===== src/rtl/rrqs_pkg.sv =====
// Shared types and codes for the round-robin quantum scheduler.
package rrqs_pkg;

  localparam int unsigned IdW    = 10;
  localparam int unsigned LenW   = 16;
  localparam int unsigned TimeW  = 32;
  localparam int unsigned DataW  = 32;
  localparam int unsigned AddrW  = 3;

  localparam logic [LenW-1:0] QuantumReset = 16'd4;

  localparam logic MODE_SUBMIT   = 1'b0;
  localparam logic MODE_SCHEDULE = 1'b1;

  localparam logic POLICY_RR   = 1'b0;
  localparam logic POLICY_FCFS = 1'b1;

  localparam logic REG_QUANTUM = 1'b0;
  localparam logic REG_POLICY  = 1'b1;

  typedef struct packed {
    logic [IdW-1:0]  job_id;
    logic [LenW-1:0] remaining;
  } entry_t;

  typedef struct packed {
    logic shift;
    logic push;
  } ctrl_t;

endpackage


===== src/rtl/rrqs_cell.sv =====
// One queue cell: holds a job entry, shifts toward the head, loads at the tail.
module rrqs_cell (
  input  logic             clk_i,
  input  logic             rst_ni,
  input  rrqs_pkg::ctrl_t  ctrl_i,
  input  logic             prev_valid_i,
  input  logic             next_valid_i,
  input  rrqs_pkg::entry_t next_entry_i,
  input  rrqs_pkg::entry_t push_entry_i,
  output logic             valid_o,
  output rrqs_pkg::entry_t entry_o
);

  logic             valid_q, valid_d;
  rrqs_pkg::entry_t entry_q, entry_d;
  logic             load_push;

  always_comb begin
    load_push = ctrl_i.push &&
                (ctrl_i.shift ? (valid_q && !next_valid_i) : (!valid_q && prev_valid_i));
    valid_d   = valid_q;
    entry_d   = entry_q;
    if (load_push) begin
      valid_d = 1'b1;
      entry_d = push_entry_i;
    end else if (ctrl_i.shift) begin
      valid_d = next_valid_i;
      entry_d = next_entry_i;
    end
  end

  always_ff @(posedge clk_i or negedge rst_ni) begin
    if (!rst_ni) begin
      valid_q <= 1'b0;
    end else begin
      valid_q <= valid_d;
    end
  end

  always_ff @(posedge clk_i) begin
    entry_q <= entry_d;
  end

  assign valid_o = valid_q;
  assign entry_o = entry_q;

endmodule


===== src/rtl/rrqs_chain.sv =====
// Row of queue cells forming the job FIFO, head at cell zero.
module rrqs_chain #(
  parameter int unsigned QUEUE_DEPTH = 16
) (
  input  logic             clk_i,
  input  logic             rst_ni,
  input  rrqs_pkg::ctrl_t  ctrl_i,
  input  rrqs_pkg::entry_t push_entry_i,
  output logic             head_valid_o,
  output rrqs_pkg::entry_t head_entry_o,
  output logic             full_o
);

  logic             valid [QUEUE_DEPTH];
  rrqs_pkg::entry_t entry [QUEUE_DEPTH];

  for (genvar i = 0; i < QUEUE_DEPTH; i++) begin : g_cell
    logic             prev_valid;
    logic             next_valid;
    rrqs_pkg::entry_t next_entry;

    if (i == 0) begin : g_first
      assign prev_valid = 1'b1;
    end else begin : g_mid
      assign prev_valid = valid[i-1];
    end

    if (i == QUEUE_DEPTH - 1) begin : g_last
      assign next_valid = 1'b0;
      assign next_entry = entry[i];
    end else begin : g_inner
      assign next_valid = valid[i+1];
      assign next_entry = entry[i+1];
    end

    rrqs_cell u_cell (
      .clk_i        (clk_i),
      .rst_ni       (rst_ni),
      .ctrl_i       (ctrl_i),
      .prev_valid_i (prev_valid),
      .next_valid_i (next_valid),
      .next_entry_i (next_entry),
      .push_entry_i (push_entry_i),
      .valid_o      (valid[i]),
      .entry_o      (entry[i])
    );
  end

  assign head_valid_o = valid[0];
  assign head_entry_o = entry[0];
  assign full_o       = valid[QUEUE_DEPTH-1];

  for (genvar k = 0; k + 1 < QUEUE_DEPTH; k++) begin : g_chk
    a_contiguous: assert property (@(posedge clk_i) disable iff (!rst_ni)
      valid[k+1] |-> valid[k])
      else $error("queue occupancy has a gap");
  end

endmodule


===== src/rtl/round_robin_quantum_scheduler.sv =====
// Top level of the round-robin quantum scheduler.
//
// Input channel (in_valid_i / in_stall_o) carries one transaction per item:
// mode_i selects submit or schedule step, job_id_i and job_length_i describe
// the submitted job. Output channel (out_valid_o / out_stall_i) returns one
// transaction per item with the accept/reject flags, the dispatched slice and
// the scheduler time after the item.
// Each item is decided in the cycle it is accepted; its result is registered
// in the output register. A new item is taken every cycle while the output
// register is free or being drained, so throughput is one item per cycle.
// The job queue is a row of QUEUE_DEPTH cells that shift toward the head on a
// dispatch and load the tail on a submit or requeue; the head cell is read
// directly, so no memory port bounds the rate. While the receiver stalls with
// a result pending, in_stall_o is raised and the pending result holds. Reset
// empties the queue, clears the time and work counters and sets quantum to 4
// and policy to round robin. Configuration (quantum at 0x0, policy at 0x4) is
// written over the APB port by the user while idle; the block does not check.
module round_robin_quantum_scheduler #(
  parameter int unsigned QUEUE_DEPTH = 16
) (
  input  logic                          clk_i,
  input  logic                          rst_ni,
  input  logic                          psel,
  input  logic                          penable,
  input  logic                          pwrite,
  input  logic [rrqs_pkg::AddrW-1:0]    paddr,
  input  logic [rrqs_pkg::DataW-1:0]    pwdata,
  output logic [rrqs_pkg::DataW-1:0]    prdata,
  output logic                          pready,
  input  logic                          in_valid_i,
  output logic                          in_stall_o,
  input  logic                          mode_i,
  input  logic [rrqs_pkg::IdW-1:0]      job_id_i,
  input  logic [rrqs_pkg::LenW-1:0]     job_length_i,
  output logic                          out_valid_o,
  input  logic                          out_stall_i,
  output logic                          accepted_o,
  output logic                          rejected_full_o,
  output logic                          issued_o,
  output logic [rrqs_pkg::IdW-1:0]      issued_job_id_o,
  output logic [rrqs_pkg::LenW-1:0]     slice_length_o,
  output logic                          job_finished_o,
  output logic [rrqs_pkg::TimeW-1:0]    now_time_o
);

  logic [rrqs_pkg::LenW-1:0]  quantum_q;
  logic                       policy_q;
  logic [rrqs_pkg::TimeW-1:0] current_time_q, current_time_d;
  logic [rrqs_pkg::TimeW-1:0] total_work_q, total_work_d;
  logic                       out_valid_q;
  logic                       accepted_q, rejected_q, issued_q, finished_q;
  logic [rrqs_pkg::IdW-1:0]   issued_id_q;
  logic [rrqs_pkg::LenW-1:0]  slice_q;

  logic                       cfg_write;
  logic                       accept;
  logic                       head_valid;
  rrqs_pkg::entry_t           head_entry;
  logic                       full;
  rrqs_pkg::ctrl_t            ctrl;
  rrqs_pkg::entry_t           push_entry;
  logic [rrqs_pkg::LenW-1:0]  q_eff, rr_slice, slice, left;
  logic                       is_submit, submit_ok, submit_full, sched_ok;
  logic [rrqs_pkg::TimeW:0]   time_sum, work_sum;

  assign pready    = 1'b1;
  assign cfg_write = psel && penable && pwrite;

  always_comb begin
    case (paddr[2])
      rrqs_pkg::REG_QUANTUM: prdata = {{(rrqs_pkg::DataW-rrqs_pkg::LenW){1'b0}}, quantum_q};
      rrqs_pkg::REG_POLICY:  prdata = {{(rrqs_pkg::DataW-1){1'b0}}, policy_q};
      default:               prdata = '0;
    endcase
  end

  assign in_stall_o = out_valid_q && out_stall_i;
  assign accept     = in_valid_i && !in_stall_o;

  assign q_eff    = (quantum_q == '0) ? rrqs_pkg::LenW'(1) : quantum_q;
  assign rr_slice = (head_entry.remaining < q_eff) ? head_entry.remaining : q_eff;
  assign slice    = (policy_q == rrqs_pkg::POLICY_FCFS) ? head_entry.remaining : rr_slice;
  assign left     = head_entry.remaining - slice;

  assign is_submit   = (mode_i == rrqs_pkg::MODE_SUBMIT);
  assign submit_ok   = is_submit && (job_length_i != '0) && !full;
  assign submit_full = is_submit && (job_length_i != '0) && full;
  assign sched_ok    = !is_submit && head_valid && (total_work_q >= current_time_q);

  assign ctrl.shift = accept && sched_ok;
  assign ctrl.push  = accept && (submit_ok || (sched_ok && (left != '0)));

  always_comb begin
    if (sched_ok) begin
      push_entry.job_id    = head_entry.job_id;
      push_entry.remaining = left;
    end else begin
      push_entry.job_id    = job_id_i;
      push_entry.remaining = job_length_i;
    end
  end

  assign time_sum = {1'b0, current_time_q} + {{(rrqs_pkg::TimeW-rrqs_pkg::LenW+1){1'b0}}, slice};
  assign work_sum = {1'b0, total_work_q} +
                    {{(rrqs_pkg::TimeW-rrqs_pkg::LenW+1){1'b0}}, job_length_i};

  always_comb begin
    current_time_d = current_time_q;
    total_work_d   = total_work_q;
    if (accept && sched_ok) begin
      current_time_d = time_sum[rrqs_pkg::TimeW] ? '1 : time_sum[rrqs_pkg::TimeW-1:0];
    end
    if (accept && submit_ok) begin
      total_work_d = work_sum[rrqs_pkg::TimeW] ? '1 : work_sum[rrqs_pkg::TimeW-1:0];
    end
  end

  rrqs_chain #(
    .QUEUE_DEPTH (QUEUE_DEPTH)
  ) u_chain (
    .clk_i        (clk_i),
    .rst_ni       (rst_ni),
    .ctrl_i       (ctrl),
    .push_entry_i (push_entry),
    .head_valid_o (head_valid),
    .head_entry_o (head_entry),
    .full_o       (full)
  );

  always_ff @(posedge clk_i or negedge rst_ni) begin
    if (!rst_ni) begin
      quantum_q      <= rrqs_pkg::QuantumReset;
      policy_q       <= rrqs_pkg::POLICY_RR;
      current_time_q <= '0;
      total_work_q   <= '0;
      out_valid_q    <= 1'b0;
    end else begin
      if (cfg_write && (paddr[2] == rrqs_pkg::REG_QUANTUM)) begin
        quantum_q <= pwdata[rrqs_pkg::LenW-1:0];
      end
      if (cfg_write && (paddr[2] == rrqs_pkg::REG_POLICY)) begin
        policy_q <= pwdata[0];
      end
      current_time_q <= current_time_d;
      total_work_q   <= total_work_d;
      if (accept) begin
        out_valid_q <= 1'b1;
      end else if (!out_stall_i) begin
        out_valid_q <= 1'b0;
      end
    end
  end

  always_ff @(posedge clk_i) begin
    if (accept) begin
      accepted_q  <= submit_ok;
      rejected_q  <= submit_full;
      issued_q    <= sched_ok;
      issued_id_q <= sched_ok ? head_entry.job_id : '0;
      slice_q     <= sched_ok ? slice : '0;
      finished_q  <= sched_ok && (left == '0);
    end
  end

  assign out_valid_o     = out_valid_q;
  assign accepted_o      = accepted_q;
  assign rejected_full_o = rejected_q;
  assign issued_o        = issued_q;
  assign issued_job_id_o = issued_id_q;
  assign slice_length_o  = slice_q;
  assign job_finished_o  = finished_q;
  assign now_time_o      = current_time_q;

  a_one_outcome: assert property (@(posedge clk_i) disable iff (!rst_ni)
    out_valid_q |-> $countones({accepted_q, rejected_q, issued_q}) <= 1)
    else $error("more than one outcome flagged");

  a_finish_needs_issue: assert property (@(posedge clk_i) disable iff (!rst_ni)
    (out_valid_q && finished_q) |-> issued_q)
    else $error("finished without a dispatched slice");

  a_slice_nonzero: assert property (@(posedge clk_i) disable iff (!rst_ni)
    (out_valid_q && issued_q) |-> (slice_q != '0))
    else $error("dispatched an empty slice");

  a_time_monotonic: assert property (@(posedge clk_i) disable iff (!rst_ni)
    accept |=> (current_time_q >= $past(current_time_q)))
    else $error("scheduler time went backward");

endmodule


===== config.mk =====
export PLATFORM = sky130hd
export DESIGN_NAME = round_robin_quantum_scheduler
export DESIGN_NICKNAME = d
export VERILOG_FILES = /design/src/rtl/rrqs_pkg.sv /design/src/rtl/rrqs_cell.sv /design/src/rtl/rrqs_chain.sv /design/src/rtl/round_robin_quantum_scheduler.sv
export SDC_FILE = /design/constraint.sdc
export NUM_CORES = 1
export LEC_CHECK = 0
export BUFFER_PORTS_ARGS = -buffer_cell sky130_fd_sc_hd__buf_4
export CAP_MARGIN = 20
export CORE_MARGIN = 3
export CORE_UTILIZATION = 30
export CTS_CLUSTER_DIAMETER = 40
export DETAILED_ROUTE_END_ITERATION = 8
export PLACE_DENSITY = 0.47
export SYNTH_ARGS = -nofsm -noshare
export SYNTH_HDL_FRONTEND = slang
export SYNTH_HIERARCHICAL = 1
export SYNTH_SLANG_ARGS = --single-unit

===== constraint.sdc =====
create_clock -name clk_i -period 8.5 [get_ports clk_i]
set_input_delay 0.85 -clock clk_i [delete_from_list [all_inputs] [get_ports clk_i]]
set_output_delay 0.85 -clock clk_i [all_outputs]
set_load 0.02 [all_outputs]

==> results.toml, run 1 <==
[worst_setup_path]
startpoint = "quantum_q[6]"
timing_worst_setup_path_type = "reg2reg"
reg2reg_depth = 24
r2r-end = "u_chain/g_cell[15].u_cell/entry_o[3]"
rrSetupSlack_ps = 480
critPathBufInv = 3
cp_slowest_cell = "o21ai_0"
crit_path_end = "u_chain/g_cell[15].u_cell/entry_o[3]"
critPathRequiredTime_ps = 8870
cp-end-kind = "register"
cp_num_cells = 24
cp_max_fo = 30
r2r-start = "quantum_q[6]"
critPathMaxStageDelay_ps = 620
crit_chain = "inv_1, ha_1, o21ai_1, a22o_1, nor4_2, a21oi_4, o21ai_0, ha_1, inv_1, ha_1, o31ai_1, maj3_1, nor2_1, o21ai_1, a221o_1, o21ai_0, or4_1, or4_1, or4_1, a21o_2, and4b_4, a31oi_4, buf_12, mux2_2"
cp-start-kind = "register"
cp.arrival_ps = 8390
path_delay_family = "compound AO/OA/AOI/OAI gates"

[layout]
n_antenna_cell = 0
register_area_um2 = 15850
fin_cells = 3595
nNetsFinal = 2420
syn_to_final_growth_pct = 21.41
multiInputGateArea_um2 = 11320
drive_gt1_share_pct = 34.52
fillers = 8826

[power]
power.internal_mw = 7.498
pwr-share-seq_pct = 35.0
pwr-share-clk_pct = 36.7
ir_drop_v = 0.0001489
swShare_pct = 31.54
leakagePower_nw = 12.90
p_comb_share_pct = 28.4
netSwitchingPower_mw = 3.454
powerDensity_nw_per_um2 = 321.2

[synthesis]
yosysWarnings = 6
synth_simple_gate_area_share_pct = 7.974
syn_avg_cell_area_um2 = 13.77
synth_xor_xnor_area_share_pct = 1.559
synth_top_area_share_pct = 47.68
syn_area_um2 = 28090
synth.most_common_cell = "edfxtp_1"
synth.distinct_cells = 82
ys_top_cells_by_area = "edfxtp_1 (48%), mux2_2 (17%), dfrtp_1 (8.6%), ha_1 (3.6%), nor2_1 (1.8%)"
synth_compound_area_share_pct = 8.397
synth_edf_count = 446
synth.area.mux_share_pct = 18.16
ys_ff_latch = 544
synth_top_family_by_area = "multiplexers"
synth_ff_type = "edfxtp_1"
synth_common_cells = "edfxtp_1 (446), mux2_2 (412), nor2_1 (131), dfrtp_1 (97), nand2_1 (89)"
ys_seq_area_share_pct = 56.42
ys_async_sr_fraction_pct = 18.01
synthAdderAreaFrac_pct = 3.920
synth_area_leader_cell = "edfxtp_1"
netlist_instances = 2040

[sta]
setup_viol = 0
hold_viol = 0
finalMaxSlewViolations = 0
skew_ps = 23.96
tightest_slew_ps = 1016
rsz0062_at_grt = "no"
finalCriticalPeriod_ps = 8021
relSlewSlack_pct = 32.15
max_freq_mhz = 124.7
setup_tns_ps = 0
post-route-period-util_pct = 94.36

[clocking]
ctsResizeCount = 0
cts_sinks = 544
cts_hold_buf = 0
cts_inserted_buffers = 100
root_buffer = "clkbuf_16"
post-cts-setup-buffers = 0
clkTransAtPathRegs_ps = 50
cts_htree_levels = 3
cts_tree = "done"
clock_path_buffers = 3
clkLatencyLatePin_ps = 620

[die]
core-area_um2 = 92220
start_util_pct = 30.46
row_count = 111
dieArea_um2 = 97330
ios = 166
die_x_um = 312.0
die_h_um = 312.0

[global_routing]
busiest_layer = "met2"
antenna_found_initial = 0
use_met2_pct = 22.72
track_usage_pct = 13.21
grt_max_degree = 76
grtUsageMet3_pct = 2.679
grt-ovfl-total = 0
grt_pass1_wl_mm = 103.3
met1_usage_pct = 16.62
first_global_vias = 17850

[routing]
post-route-drc-count = 0
drt_iter0_markers = 1008
wl_mm = 64.36
via_per_inst = 4.740
ant_nets = 0
drt_first_pass_iters = 7
via_count = 17040
wl_per_cell_um = 17.90

[hold_path]
min_path_type = "in2async"

[run]
maxCapViolCount = 0

[place]
place_congestion = 0.8476
hpwl_mm = 47.33
place_inst = 3407
port_buffers = 130

[outcome]
status = "completed"
worst register-to-register path, delay by kind of cell (launching register included):
family,cells,cell delay [ps]
compound gates,10,2700
fa+ha+maj,4,1200
buf+inv,3,470
flops,1,490
mux,1,400
simple gates,6,2530
worst min-delay path by stage:
stage | from | to | slack (ps) | cells past startpoint
2_1_floorplan | total_work_q[28] | total_work_q[28] | 470 | 1
3_3_place_gp | out_valid_o | out_valid_o | 500 | 2
3_5_place_dp | u_chain/g_cell[10].u_cell/entry_o[16] | u_chain/g_cell[9].u_cell/entry_o[16] | 520 | 1
4_1_cts | rst_ni | quantum_q[9] | 260 | 1
5_1_grt | rst_ni | quantum_q[1] | 280 | 1
6_report | rst_ni | quantum_q[9] | 270 | 1
state kept, by name (all words and copies together) (netlist names):
name and cells:
accepted_o 1, issued_job_id_o 10, issued_o 1, job_finished_o 1, now_time_o 32, out_valid_o 1
policy_q 1, quantum_q 16, rejected_full_o 1, slice_length_o 16, total_work_q 32, u_chain/g_cell.u_cell/entry_o 416
u_chain/g_cell.u_cell/valid_o 16
stage by stage:
step                      cell area, um2  hold slack, ps  util [%]  total power, mW  worst slack [ps]
after global routing               34100           280.2     36.98            11.62             87.11
final                              34100           266.2     36.98            10.95             479.1
after floorplan                    28150           474.4         -            6.009             363.2
after global placement             30620           498.7     33.20            6.920             557.5
after detailed placement           30630           516.7     33.21            6.994             511.1
after CTS                          34070           259.8     36.95            11.10             478.5
area by class of cell:
class,count,share of cell area (%)
Sequential cell,544,46.47
Inverter,71,0.7815
Timing Repair Buffer,189,4.906
Clock inverter,71,2.436
Tap cell,1243,4.561
Multi-Input combinational cell,1364,33.19
Clock buffer,113,7.661
kinds of logic (layout without fill, tap and decap cells):
| logic type | after synthesis | count (layout) |
|---|---|---|
| and+or+nand+nor | 429 | 429 |
| other | 4 | 20 |
| AOI/OAI and AO/OA | 322 | 322 |
| buffers and inverters | 148 | 444 |
| adders and majority gates | 89 | 89 |
| DFF | 544 | 544 |
| muxes | 454 | 454 |
| xor gates and xnor gates | 50 | 50 |
routing by layer:
| layer | up-vias | share of wire [%] | wire (um) |
|---|---|---|---|
| li1 | 8255 | - | - |
| met1 | 8275 | 44 | 28070 |
| met2 | 383 | 49 | 31500 |
| met3 | 127 | 4.5 | 2894 |
| met4 | 0 | 2.9 | 1893 |
| met5 | - | 0 | 0 |
layout by cell type, fill, tap and decap left out, types with 23 or more instances in the layout:
master,instances
o21ai_0,56
a21o_1,39
buf_4,168
dfrtp_1,97
nor4_1,23
nor2b_1,36
nand2_1,89
mux2_1,33
mux2_2,412
xnor2_1,29
nor2_1,131
nand2b_1,33
edfxtp_1,446
ha_1,80
a21oi_1,78
inv_1,69
clkbuf_16,101
power groups by stage:
stage / clock network, mW / logic (mW) / registers (mW)
5_1_grt: 4.25 / 3.48 / 3.89
4_1_cts: 4.13 / 3.14 / 3.83
2_1_floorplan: 0 / 2.16 / 3.85
3_3_place_gp: 0 / 3.06 / 3.86
3_5_place_dp: 0 / 3.11 / 3.88
6_report: 4.02 / 3.11 / 3.83
Note: power is estimated with default switching activity, not from simulation.
==> inputs of run 2 (changes only) <==
--- a/config.mk
+++ b/config.mk
@@ -8,10 +8,11 @@
 export BUFFER_PORTS_ARGS = -buffer_cell sky130_fd_sc_hd__buf_4
 export CAP_MARGIN = 20
 export CORE_MARGIN = 3
-export CORE_UTILIZATION = 30
+export CORE_UTILIZATION = 52
 export CTS_CLUSTER_DIAMETER = 40
+export CTS_CLUSTER_SIZE = 24
 export DETAILED_ROUTE_END_ITERATION = 8
-export PLACE_DENSITY = 0.47
+export PLACE_DENSITY = 0.7
 export SYNTH_ARGS = -nofsm -noshare
 export SYNTH_HDL_FRONTEND = slang
 export SYNTH_HIERARCHICAL = 1
==> constraint.sdc (replaced) <==
create_clock -name clk_i -period 8.3 [get_ports clk_i]
set_input_delay 0.83 -clock clk_i [delete_from_list [all_inputs] [get_ports clk_i]]
set_output_delay 0.83 -clock clk_i [all_outputs]
set_load 0.02 [all_outputs]
==> results.toml, run 2 (synthesis gave the netlist of run 1 again) <==
[clocking]
clock_path_buffers = 3
cts_tree = "done"
cts_inserted_buffers = 82
ctsResizeCount = 0
cts_sinks = 544
clkLatencyLatePin_ps = 620
cts_hold_buf = 0
clkTransAtPathRegs_ps = 60
cts_htree_levels = 3
root_buffer = "clkbuf_16"
post-cts-setup-buffers = 0

[routing]
post-route-drc-count = 0
via_count = 17220
ant_nets = 0
drt_iter0_markers = 902
wl_mm = 59.55
via_per_inst = 5.715
drt_first_pass_iters = 5
wl_per_cell_um = 19.77

[die]
die_h_um = 238.4
core-area_um2 = 52970
start_util_pct = 53.02
ios = 166
row_count = 84
dieArea_um2 = 56840
die_x_um = 238.4

[sta]
setup_viol = 0
post-route-period-util_pct = 95.39
tightest_slew_ps = 1035
max_freq_mhz = 126.3
hold_viol = 0
finalMaxSlewViolations = 0
rsz0062_at_grt = "no"
finalCriticalPeriod_ps = 7917
setup_tns_ps = 0
skew_ps = 29.99
relSlewSlack_pct = 31.03

[layout]
fillers = 4020
nNetsFinal = 2405
layout_common_cells = "edfxtp_1 (446), mux2_2 (412), buf_4 (180)"
n_antenna_cell = 0
largest_reg_flops = 416
drive_gt1_share_pct = 34.29
syn_to_final_growth_pct = 16.72
finalInstanceArea_um2 = 32780
layout_commonest_cell = "edfxtp_1"

[worst_setup_path]
rrSetupSlack_ps = 380
critPathMaxStageDelay_ps = 570
reg2reg_depth = 24
critPathBufInv = 5
cp-end-kind = "register"
cp.arrival_ps = 8280
cp_slowest_cell = "a21o_2"
cp_max_fo = 30
path_delay_family = "simple AND/OR/NAND/NOR gates"
cp-start-kind = "register"
r2r-end = "u_chain/g_cell[8].u_cell/entry_o[1]"
crit_chain = "inv_1, ha_1, o21ai_1, a22o_1, nor4_2, buf_4, a21oi_4, o21ai_0, ha_1, inv_1, ha_1, buf_4, o21ai_0, nor2_1, or3_1, or4b_1, or4_1, or4_1, or4_1, a21o_2, and4b_4, a31oi_4, buf_4, mux2_2"
r2r-start = "quantum_q[6]"
timing_worst_setup_path_type = "reg2reg"
critPathRequiredTime_ps = 8660

[global_routing]
grt-ovfl-total = 0
grt_pass1_wl_mm = 95.83
antenna_found_initial = 0
first_global_vias = 17880
track_usage_pct = 21.19
grt_max_degree = 76

[hold_path]
min_path_type = "in2async"

[power]
leakagePower_nw = 12.57
ir_drop_v = 0.0002282
powerDensity_nw_per_um2 = 324.1

[outcome]
status = "completed"

[place]
place_area_um2 = 29840
hpwl_mm = 43.22
port_buffers = 130
place_congestion = 0.9184

[run]
maxCapViolCount = 0
[run 2: worst max path at each step]
stage               depth (start not counted)  slack, ps                                   to          from
CTS                                        24        440  u_chain/g_cell[8].u_cell/entry_o[1]  quantum_q[6]
global route                               24         10  u_chain/g_cell[8].u_cell/entry_o[6]  quantum_q[6]
detailed placement                         24        470  u_chain/g_cell[8].u_cell/entry_o[8]  quantum_q[6]
floorplan                                  27        160  u_chain/g_cell[0].u_cell/entry_o[0]  quantum_q[2]
finish                                     24        380  u_chain/g_cell[8].u_cell/entry_o[1]  quantum_q[6]
global placement                           25        600  u_chain/g_cell[8].u_cell/entry_o[5]  quantum_q[6]
[run 2: where the power goes]
| part | total [mW] | internal [mW] | switching, mW |
|---|---|---|---|
| clock | 3.56 | 2.23 | 1.33 |
| combinational | 3.15 | 1.31 | 1.84 |
| sequential | 3.92 | 3.61 | 0.304 |
| total | 10.6 | 7.15 | 3.47 |
[run 2: stage by stage]
stage               instances  util (%)  setup slack, ps  hold slack [ps]  total power, mW
floorplan                2056         -            163.2            474.4            6.154
global placement         2853     56.33            604.9            501.3            6.963
detailed placement       2854     56.34            470.9            519.2            7.087
CTS                      3007     61.82            441.4            236.0            10.69
global route             3012     61.89            14.63            265.6            11.22
finish                   3012     61.89            382.9            241.0            10.62
[run 2: final cells by class]
cell class	count	area, um2	area share (%)
flip-flops and latches	544	15850	48.34
multi-input cells	1364	11320	34.52
clock buffers	89	2110	6.435
repair buffers	192	1592	4.855
well taps	688	860.8	2.626
clock inverters	64	792.0	2.416
inverters	71	266.5	0.8129
[run 2: metal layers]
layer  track usage (%)  share of wire (%)  vias up
li1                  -                  -     8216
met1             26.14                 41     8464
met2             37.20                 50      406
met3             4.103                5.1      129
met4             7.788                3.4        0
met5                 0                  0        -
[run 2: worst register-to-register path: stages (launching register included)]
cell     delay, ps
dfrtp_1        480
inv_1          130
ha_1           300
o21ai_1         70
a22o_1         260
nor4_2         270
buf_4          200
a21oi_4         60
o21ai_0        540
ha_1           380
inv_1          150
ha_1           240
buf_4          170
o21ai_0        160
nor2_1          50
or3_1          340
or4b_1         480
or4_1          390
or4_1          380
or4_1          550
a21o_2         570
and4b_4        440
a31oi_4        360
buf_4          330
mux2_2         370
